**src/hdl/dorq_pkg.sv**
```systemverilog
// shared types and constants of the deadline ordered request queue
package dorq_pkg;

  localparam int QueueDepth = 16;
  localparam int IdxW       = $clog2(QueueDepth);
  localparam int CntW       = $clog2(QueueDepth + 1);
  localparam int PosW       = 4;
  localparam int RmIdxW     = 4;

  typedef enum logic {
    OpInsert = 1'b0,
    OpRemove = 1'b1
  } op_e;

  typedef enum logic [1:0] {
    StDone     = 2'd0,
    StFull     = 2'd1,
    StEmptyIdx = 2'd2
  } status_e;

  typedef struct packed {
    logic [11:0] year;
    logic [3:0]  month;
    logic [15:0] qty;
    logic [15:0] id;
  } entry_t;

  // broadcast to every cell of the row
  typedef struct packed {
    logic              ins;
    logic              rm;
    logic [CntW-1:0]   count;
    logic [RmIdxW-1:0] rm_idx;
    entry_t            new_entry;
  } cell_ctrl_t;

endpackage

```
**src/hdl/dorq_cell.sv**
```systemverilog
// one slot of the sorted queue row, shifting towards the tail or the head
module dorq_cell (
  input  logic                      clk_i,
  input  logic [dorq_pkg::IdxW-1:0] cell_idx_i,
  input  dorq_pkg::cell_ctrl_t      ctrl_i,
  input  dorq_pkg::entry_t          left_entry_i,
  input  logic                      left_gt_i,
  input  dorq_pkg::entry_t          right_entry_i,
  output dorq_pkg::entry_t          entry_o,
  output logic                      gt_o,
  output logic                      take_new_o
);

  dorq_pkg::entry_t entry_q, entry_d;
  logic             valid;
  logic             at_tail;
  logic             has_next;
  logic             from_right;

  always_comb begin
    valid    = dorq_pkg::CntW'(cell_idx_i) < ctrl_i.count;
    at_tail  = dorq_pkg::CntW'(cell_idx_i) == ctrl_i.count;
    has_next = (dorq_pkg::CntW'(cell_idx_i) + dorq_pkg::CntW'(1)) < ctrl_i.count;
    // month stays below the date scale, so year then month orders like the key
    gt_o = valid && ({entry_q.year, entry_q.month} >
                     {ctrl_i.new_entry.year, ctrl_i.new_entry.month});
    take_new_o = ctrl_i.ins && !left_gt_i && (gt_o || at_tail);
    from_right = ctrl_i.rm && has_next &&
                 (32'(cell_idx_i) >= 32'(ctrl_i.rm_idx));
  end

  always_comb begin
    entry_d = entry_q;
    if (ctrl_i.ins && left_gt_i) begin
      entry_d = left_entry_i;
    end else if (take_new_o) begin
      entry_d = ctrl_i.new_entry;
    end else if (from_right) begin
      entry_d = right_entry_i;
    end
  end

  always_ff @(posedge clk_i) begin
    entry_q <= entry_d;
  end

  assign entry_o = entry_q;

endmodule

```
**src/hdl/deadline_ordered_request_queue.sv**
```systemverilog
// top level of the deadline ordered request queue: cell row, count and result register
//
// channel   dir  tdata (low bit up)                                  tuser
// s_axis    in   item_id, quantity, due_month, due_year, remove_index operation
// m_axis    out  position, occupancy, removed_id, removed_quantity,   status
//                removed_month, removed_year
//
// one transaction per cycle while no result stalls: all cells compare the new key in
// parallel and the row shifts in the cycle of acceptance; the result follows next cycle
// reset clears the entry count and the result valid flag; cell contents are not reset
// a stalled result holds; a new transaction is taken in the cycle the result leaves
module deadline_ordered_request_queue (
  input  logic        clk_i,
  input  logic        rst_ni,
  input  logic        s_axis_tvalid_i,
  output logic        s_axis_tready_o,
  // [15:0] item_id, [31:16] quantity, [35:32] due_month, [47:36] due_year,
  // [51:48] remove_index, [55:52] zero
  input  logic [55:0] s_axis_tdata_i,
  // [0] operation
  input  logic        s_axis_tuser_i,
  output logic        m_axis_tvalid_o,
  input  logic        m_axis_tready_i,
  // [3:0] position, [8:4] occupancy, [24:9] removed_id, [40:25] removed_quantity,
  // [44:41] removed_month, [56:45] removed_year, [63:57] zero
  output logic [63:0] m_axis_tdata_o,
  // [1:0] status
  output logic [1:0]  m_axis_tuser_o
);

  localparam int Depth = dorq_pkg::QueueDepth;

  logic [dorq_pkg::CntW-1:0]   count_q, count_d;
  logic                        out_valid_q;
  dorq_pkg::status_e           status_q, status_d;
  logic [dorq_pkg::PosW-1:0]   position_q, position_d;
  logic [dorq_pkg::CntW-1:0]   occ_q;
  dorq_pkg::entry_t            removed_q, removed_d;

  logic                        in_fire;
  logic                        is_ins;
  logic                        full;
  logic                        idx_hit;
  dorq_pkg::op_e               op;
  logic [dorq_pkg::RmIdxW-1:0] rm_idx;
  dorq_pkg::entry_t            new_entry;
  dorq_pkg::cell_ctrl_t        ctrl;
  logic [dorq_pkg::IdxW-1:0]   ins_pos;

  dorq_pkg::entry_t            cell_entry [Depth];
  logic [Depth-1:0]            cell_gt;
  logic [Depth-1:0]            cell_take;

  assign s_axis_tready_o = !out_valid_q || m_axis_tready_i;
  assign in_fire         = s_axis_tvalid_i && s_axis_tready_o;

  always_comb begin
    op              = dorq_pkg::op_e'(s_axis_tuser_i);
    new_entry.id    = s_axis_tdata_i[15:0];
    new_entry.qty   = s_axis_tdata_i[31:16];
    new_entry.month = s_axis_tdata_i[35:32];
    new_entry.year  = s_axis_tdata_i[47:36];
    rm_idx          = s_axis_tdata_i[51:48];
    is_ins          = op == dorq_pkg::OpInsert;
    full            = count_q >= dorq_pkg::CntW'(Depth);
    idx_hit         = 32'(rm_idx) < 32'(count_q);
    ctrl.ins        = in_fire && is_ins && !full;
    ctrl.rm         = in_fire && !is_ins && idx_hit;
    ctrl.count      = count_q;
    ctrl.rm_idx     = rm_idx;
    ctrl.new_entry  = new_entry;
  end

  for (genvar i = 0; i < Depth; i++) begin : g_cell
    dorq_pkg::entry_t left_e, right_e;
    logic             left_gt;
    if (i == 0) begin : g_head
      assign left_e  = new_entry;
      assign left_gt = 1'b0;
    end else begin : g_mid
      assign left_e  = cell_entry[i-1];
      assign left_gt = cell_gt[i-1];
    end
    if (i == Depth - 1) begin : g_tail
      assign right_e = cell_entry[i];
    end else begin : g_body
      assign right_e = cell_entry[i+1];
    end
    dorq_cell u_cell (
      .clk_i         (clk_i),
      .cell_idx_i    (dorq_pkg::IdxW'(i)),
      .ctrl_i        (ctrl),
      .left_entry_i  (left_e),
      .left_gt_i     (left_gt),
      .right_entry_i (right_e),
      .entry_o       (cell_entry[i]),
      .gt_o          (cell_gt[i]),
      .take_new_o    (cell_take[i])
    );
  end

  // exactly one cell takes the new entry on an insert that fits
  always_comb begin
    ins_pos   = '0;
    removed_d = '0;
    for (int i = 0; i < Depth; i++) begin
      if (cell_take[i]) begin
        ins_pos = ins_pos | dorq_pkg::IdxW'(i);
      end
      if (32'(rm_idx) == i) begin
        removed_d = removed_d | cell_entry[i];
      end
    end
    if (!ctrl.rm) begin
      removed_d = '0;
    end
  end

  always_comb begin
    count_d    = count_q;
    status_d   = dorq_pkg::StDone;
    position_d = '0;
    if (is_ins) begin
      if (full) begin
        status_d = dorq_pkg::StFull;
      end else begin
        count_d    = count_q + dorq_pkg::CntW'(1);
        position_d = dorq_pkg::PosW'(ins_pos);
      end
    end else begin
      position_d = dorq_pkg::PosW'(rm_idx);
      if (idx_hit) begin
        count_d = count_q - dorq_pkg::CntW'(1);
      end else begin
        status_d = dorq_pkg::StEmptyIdx;
      end
    end
  end

  always_ff @(posedge clk_i or negedge rst_ni) begin
    if (!rst_ni) begin
      count_q     <= '0;
      out_valid_q <= 1'b0;
    end else begin
      if (in_fire) begin
        count_q     <= count_d;
        out_valid_q <= 1'b1;
      end else if (m_axis_tready_i) begin
        out_valid_q <= 1'b0;
      end
    end
  end

  always_ff @(posedge clk_i) begin
    if (in_fire) begin
      status_q   <= status_d;
      position_q <= position_d;
      occ_q      <= count_d;
      removed_q  <= removed_d;
    end
  end

  assign m_axis_tvalid_o = out_valid_q;
  assign m_axis_tuser_o  = status_q;
  assign m_axis_tdata_o  = {7'd0, removed_q.year, removed_q.month, removed_q.qty,
                            removed_q.id, 5'(occ_q), position_q};

`ifndef ASSERT_OFF
  a_count_bound: assert property (@(posedge clk_i) disable iff (!rst_ni)
    count_q <= dorq_pkg::CntW'(Depth))
    else $error("entry count beyond queue depth");

  a_count_hold: assert property (@(posedge clk_i) disable iff (!rst_ni)
    !in_fire |=> $stable(count_q))
    else $error("entry count moved without a transaction");

  a_occ_match: assert property (@(posedge clk_i) disable iff (!rst_ni)
    out_valid_q |-> occ_q == count_q)
    else $error("reported occupancy differs from entry count");

  a_one_taker: assert property (@(posedge clk_i) disable iff (!rst_ni)
    ctrl.ins |-> $onehot(cell_take))
    else $error("insert not taken by exactly one cell");

  a_no_taker: assert property (@(posedge clk_i) disable iff (!rst_ni)
    !ctrl.ins |-> cell_take == '0)
    else $error("cell took an entry without an insert");
`endif

endmodule
```
**config.mk**
```make
export PLATFORM = sky130hd
export DESIGN_NAME = deadline_ordered_request_queue
export DESIGN_NICKNAME = d
export VERILOG_FILES = /design/src/hdl/dorq_pkg.sv /design/src/hdl/dorq_cell.sv /design/src/hdl/deadline_ordered_request_queue.sv
export SDC_FILE = /design/constraint.sdc
export NUM_CORES = 2
export LEC_CHECK = 0
export ABC_AREA = 1
export BUFFER_PORTS_ARGS = -buffer_cell sky130_fd_sc_hd__buf_2
export CAP_MARGIN = 0
export CORE_MARGIN = 2
export CORE_UTILIZATION = 48
export DETAILED_ROUTE_END_ITERATION = 10
export PLACE_DENSITY = 0.63
export SYNTH_ARGS = -nofsm -noshare
export SYNTH_HDL_FRONTEND = slang
export SYNTH_HIERARCHICAL = 1
export SYNTH_SLANG_ARGS = --single-unit
export TNS_END_PERCENT = 30
```
**constraint.sdc**
```tcl
create_clock -name clk_i -period 4.7 [get_ports clk_i]
set_input_delay 0.94 -clock clk_i [delete_from_list [all_inputs] [get_ports clk_i]]
set_output_delay 0.94 -clock clk_i [all_outputs]
set_load 0.1 [all_outputs]
```
### Word level (Yosys, flattened, before mapping)

Cells that the tools add are included.

* output and inout port bits: 68
* register bits: 833
* word-level logic and storage cells: 407

* $lt $le $gt $ge: 49
* add/subtract/negate cells: 2
* reduce and logical (&&, ||, !) cells: 150
* equal/unequal tests: 30
* bitwise operators: 16
* multiplexer cells: 87

Operators by type and width (number)
* $mux 48: 62
* $or 48x48->48: 15
* $gt 16x16->1: 16
* $logic_and 1x1->1: 97
* $reduce_bool 3->1: 14
* $eq 4x5->1 const A: 8
* $lt 4x5->1 const A: 8
* $mux 4: 10
* $eq 4x4->1 const B: 8
* $ge 4x4->1 const A: 7
* $eq 3x5->1 const A: 4
* $lt 3x5->1 const A: 4
* $logic_not 1->1: 17
* $logic_or 1x1->1: 17
* $eq 4x3->1 const B: 4
* $ge 3x4->1 const A: 4
* $mux 5: 3
* $mux 3: 4
* $eq 2x5->1 const A: 2
* $lt 1x5->1 const A: 2
* $lt 2x5->1 const A: 2
* $eq 4x2->1 const B: 2
* $ge 1x4->1 const A: 2
* $ge 2x4->1 const A: 2
* other kinds (12): 20

### Depth between registers and ports, before layout

* depth after elaboration: 32
* mapped depth: 21

### Hierarchy

The synthesis kept the hierarchy.

By module, submodules not included
* dorq_cell (g_cell[14].u_cell ...): instances 11, cells each 528, area each 3848.7 µm²
* dorq_cell (g_cell[0].u_cell ...): instances 5, cells each 528, area each 3856.2 µm²
* deadline_ordered_request_queue: instances 1, cells each 1835, area each 8824.7 µm²

### Worst setup path before layout

Ideal clock, no wire load.

* path type: reg-to-reg
* start point: reg out_valid_q (netlist: m_axis_tvalid_o)
* end point: reg g_cell[0].u_cell.entry_q, in the netlist g_cell[0].u_cell/entry_o[0], enable pin
* setup slack: -1.199 ns
* stages on the path, launching flop included: 10
* data arrival time: 5.192 ns
* library setup time: 0.707 ns
* cell sequence: dfrtp_1 nand2_1 nand2_1 inv_1 nand3_1 buf_2 buf_2 inv_1 nand3_1 nand3_1

RTL lines
* start, declared: RTL line deadline_ordered_request_queue.sv:34 `logic out_valid_q;`
* start signal, assigned: RTL line deadline_ordered_request_queue.sv:143 `out_valid_q <= 1'b0;`
* start signal, assigned: RTL line deadline_ordered_request_queue.sv:147 `out_valid_q <= 1'b1;`
* start signal, assigned: RTL line deadline_ordered_request_queue.sv:149 `out_valid_q <= 1'b0;`
* end signal, assigned: RTL line dorq_cell.sv:44 `entry_q <= entry_d;`
* end, declared: RTL line dorq_cell.sv:14 `dorq_pkg::entry_t entry_q, entry_d;`

### Worst setup path in the final report

* start point: reg count_q[2] (netlist bit)
* end point: reg position_q[0] (netlist bit), data pin

* elaborated cells on any way between the ends: 92

RTL lines
* start, declared: RTL line deadline_ordered_request_queue.sv:33 `logic [dorq_pkg::CntW-1:0] count_q, count_d;`
* start signal, assigned: RTL line deadline_ordered_request_queue.sv:146 `count_q <= count_d;`
* $lt 2x5->1: RTL line dorq_cell.sv:21 `valid = dorq_pkg::CntW'(cell_idx_i) < ctrl_i.count;`
* $logic_and 1x1->1: RTL line dorq_cell.sv:25 `gt_o = valid && ({entry_q.year, entry_q.month} >`
* named net cell_gt[2]: RTL line deadline_ordered_request_queue.sv:51 `logic [Depth-1:0] cell_gt;`
* $logic_not 1->1: RTL line dorq_cell.sv:27 `take_new_o = ctrl_i.ins && !left_gt_i && (gt_o || at_tail);`
* $logic_and 1x1->1 (2 in a row): RTL line dorq_cell.sv:27
* named net cell_take[3]: RTL line deadline_ordered_request_queue.sv:52 `logic [Depth-1:0] cell_take;`
* $mux 2: RTL line deadline_ordered_request_queue.sv:107 `if (cell_take[i]) begin`
* $mux 3 (4 in a row): RTL line deadline_ordered_request_queue.sv:107
* $mux 4 (8 in a row): RTL line deadline_ordered_request_queue.sv:107
* $mux 4: RTL line deadline_ordered_request_queue.sv:124 `if (full) begin`
* $mux 4: RTL line deadline_ordered_request_queue.sv:123 `if (is_ins) begin`
* named net position_d (one bit): RTL line deadline_ordered_request_queue.sv:36 `logic [dorq_pkg::PosW-1:0] position_q, position_d;`
* end signal, assigned: RTL line deadline_ordered_request_queue.sv:157 `position_q <= position_d;`
* end, declared: RTL line deadline_ordered_request_queue.sv:36

The timed path passes the listed nets, and every way through them passes these cells.
A chain may end at the register's enable or synchronous reset.

==> impl_metrics.json <==
{
  "outcome": "finished, violations left",
  "violations": "max-slew violations",
  "overflow": 0,
  "cts_setup_buffers": 0,
  "fmax_mhz": 257,
  "grt_setup_unrepaired": "no",
  "switchingPower_mw": 15.1,
  "finalClockSkew_ps": 56.2,
  "p_int_mw": 18.8,
  "avgSynthCellArea_um2": 6.85,
  "wl_per_cell_um": 23.9,
  "power_density_mw_per_mm2": 435,
  "critPathMaxStageDelay_ps": 770,
  "critical_path.cell_chain": "buf_4, inv_1, ha_1, nand2_1, inv_1, o21ai_1, nand3_1, nor2_1, nand2_2, inv_1, nor2_4, nand2_2, inv_1, or2_2, nor4_1, buf_4, o22ai_1",
  "clkPwrFrac": 0.250,
  "worstSkewPairLatency_ps": 770,
  "crit_start": "count_q[2]",
  "cp.arrival_ps": 4390,
  "yosys_warnings": 6,
  "pin_count": 129,
  "maxSlewViolCount": 51,
  "io_buffers": 117,
  "clock_path_buffers": 3,
  "area_delta_synth_final_pct": 11.0,
  "min-delay-start": "m_axis_tready_i",
  "setup_violations": 0,
  "switching_share": 0.446,
  "final_cell_mix": "3958 x nand2_1, 1918 x inv_1, 1340 x nand3_1",
  "fill_cells": 14300,
  "num-nets-final": 11000,
  "core_mm2": 0.146,
  "postSynthCellCount": 10300,
  "r2r-end": "position_q[0]",
  "ff2ff_path_depth": 17,
  "holdCritPathClass": "input port to flip-flop",
  "hold_end": "m_axis_tvalid_o",
  "post-place-cells": 12300,
  "peakVddDrop_mv": 0.381,
  "grt_max_degree": 51,
  "cpLargestDelayFamily": "simple AND/OR/NAND/NOR gates",
  "drcViolationCount": 0,
  "dieArea_mm2": 0.150,
  "seqPwrFrac": 0.343,
  "dr.pass1.iters": 7,
  "pwr-share-comb": 0.407,
  "drv_cap": 0,
  "ff2ff_setup_slack_ps": 810,
  "crit_slowest_cell": "dfrtp_1",
  "fp.dieH_um": 387,
  "cts.sinks": 833,
  "grt_pass1_vias": 66300,
  "timing.rr.start": "count_q[2]",
  "ff_latch_area_mm2": 0.0250,
  "cts.clk_slew.worst_paths_ps": 50,
  "grt_pass1_wl_mm": 432,
  "cts_root_buf": "clkbuf_16",
  "ant_nets": 0,
  "crit_type": "flip-flop to flip-flop",
  "cp-start-kind": "flip-flop",
  "grtUsageTotal": 0.388,
  "dpl.hpwl_mm": 194,
  "endpoint_kind": "flip-flop",
  "worstPathMaxFanout": 11,
  "syn_area_mm2": 0.0704,
  "numCtsBuffers": 104,
  "timing.final.crit_share": 0.828,
  "relSlewSlack": -0.974,
  "floorplan.rows": 140,
  "path_buf_inv": 6,
  "multi_input_area_mm2": 0.0369,
  "post-route-min-period_ps": 3890,
  "finalWirelength_mm": 299,
  "ctsHtreeMaxLevel": 3,
  "routabilityCongestion": 0.984,
  "p_leak_nw": 42.1,
  "die_width_um": 387,
  "whs_path_depth": 4,
  "cts-resized-gates": 0,
  "routed_via_density": 5.66,
  "hold_violations": 0,
  "initial_utilization": 0.483,
  "finalNonFillerCells": 12500,
  "cts_tree": "yes",
  "layout_commonest_cell": "nand2_1",
  "num_vias": 70800,
  "worst-path-stages": 17,
  "critPathMostFrequentCell": "inv_1",
  "cp.required_ps": 5190,
  "drtIter0Drc": 10000,
  "antenna_found_initial": 9,
  "drive_above_1_share": 0.0949,
  "final_core_util": 0.536,
  "tightestPinTransition_ps": 2950
}
-- cell type report --
| class | count | share of cell area |
|---|---|---|
| Timing Repair Buffer | 351 | 0.0399 |
| Sequential cell | 833 | 0.320 |
| Multi-Input combinational cell | 7275 | 0.472 |
| Clock buffer | 133 | 0.0359 |
| Clock inverter | 56 | 0.00856 |
| Inverter | 1938 | 0.0931 |
| Antenna cell | 3 | 0.0000960 |
| Tap cell | 1917 | 0.0307 |
-- power groups by stage --
stage / registers, mW / logic, mW / clock network (mW)
2_1_floorplan: 11.7 / 8.60 / 0
3_3_place_gp: 11.7 / 12.8 / 0
3_5_place_dp: 11.7 / 13.2 / 0
4_1_cts: 11.6 / 13.2 / 8.54
5_1_grt: 11.8 / 14.7 / 8.78
6_report: 11.7 / 13.8 / 8.51
-- metrics by stage --
stage | setup TNS, ps | cell area (µm²) | power, mW | setup WS, ps | hold WS [ps]
floorplan | -86470 | 71500 | 20.3 | -164 | 520
global placement | 0 | 74700 | 24.6 | 353 | 487
detailed placement | 0 | 74700 | 24.9 | 318 | 498
CTS | 0 | 78200 | 33.4 | 834 | 446
global route | 0 | 78200 | 35.3 | 676 | 497
finish | 0 | 78200 | 34.0 | 807 | 485
-- how the worst max path moves through the flow --
stage                                   end
6_report                      position_q[0]
4_1_cts                       position_q[0]
3_5_place_dp                  position_q[0]
5_1_grt                       position_q[0]
2_1_floorplan  g_cell[10].u_cell/entry_o[0]
3_3_place_gp                  position_q[0]
-- per-layer routing --
layer	vias up	global-route usage	part of all wire
li1	32200	-	-
met1	32700	0.502	0.38
met2	4857	0.583	0.42
met3	947	0.105	0.14
met4	4	0.220	0.063
met5	-	0	0.000084
-- tightest hold or removal path, stage by stage --
cell	delay, ps
buf_2	80
inv_1	40
nand2_2	70
nand2_1	50
-- registers in the layout, indices dropped and copies added, names as in the netlist --
register and count:
position_q 4, m_axis_tdata_o 48, count_q 5, g_cell.u_cell/entry_o 768, m_axis_tvalid_o 1, occ_q 5, m_axis_tuser_o 2
-- repair_timing --
item | CTS | global route
hold buffers | 1 | 0
endpoints found under the hold margin | 2 | 0
setup endpoints to repair | 0 | 0
Power figures use the tool's default switching activity.
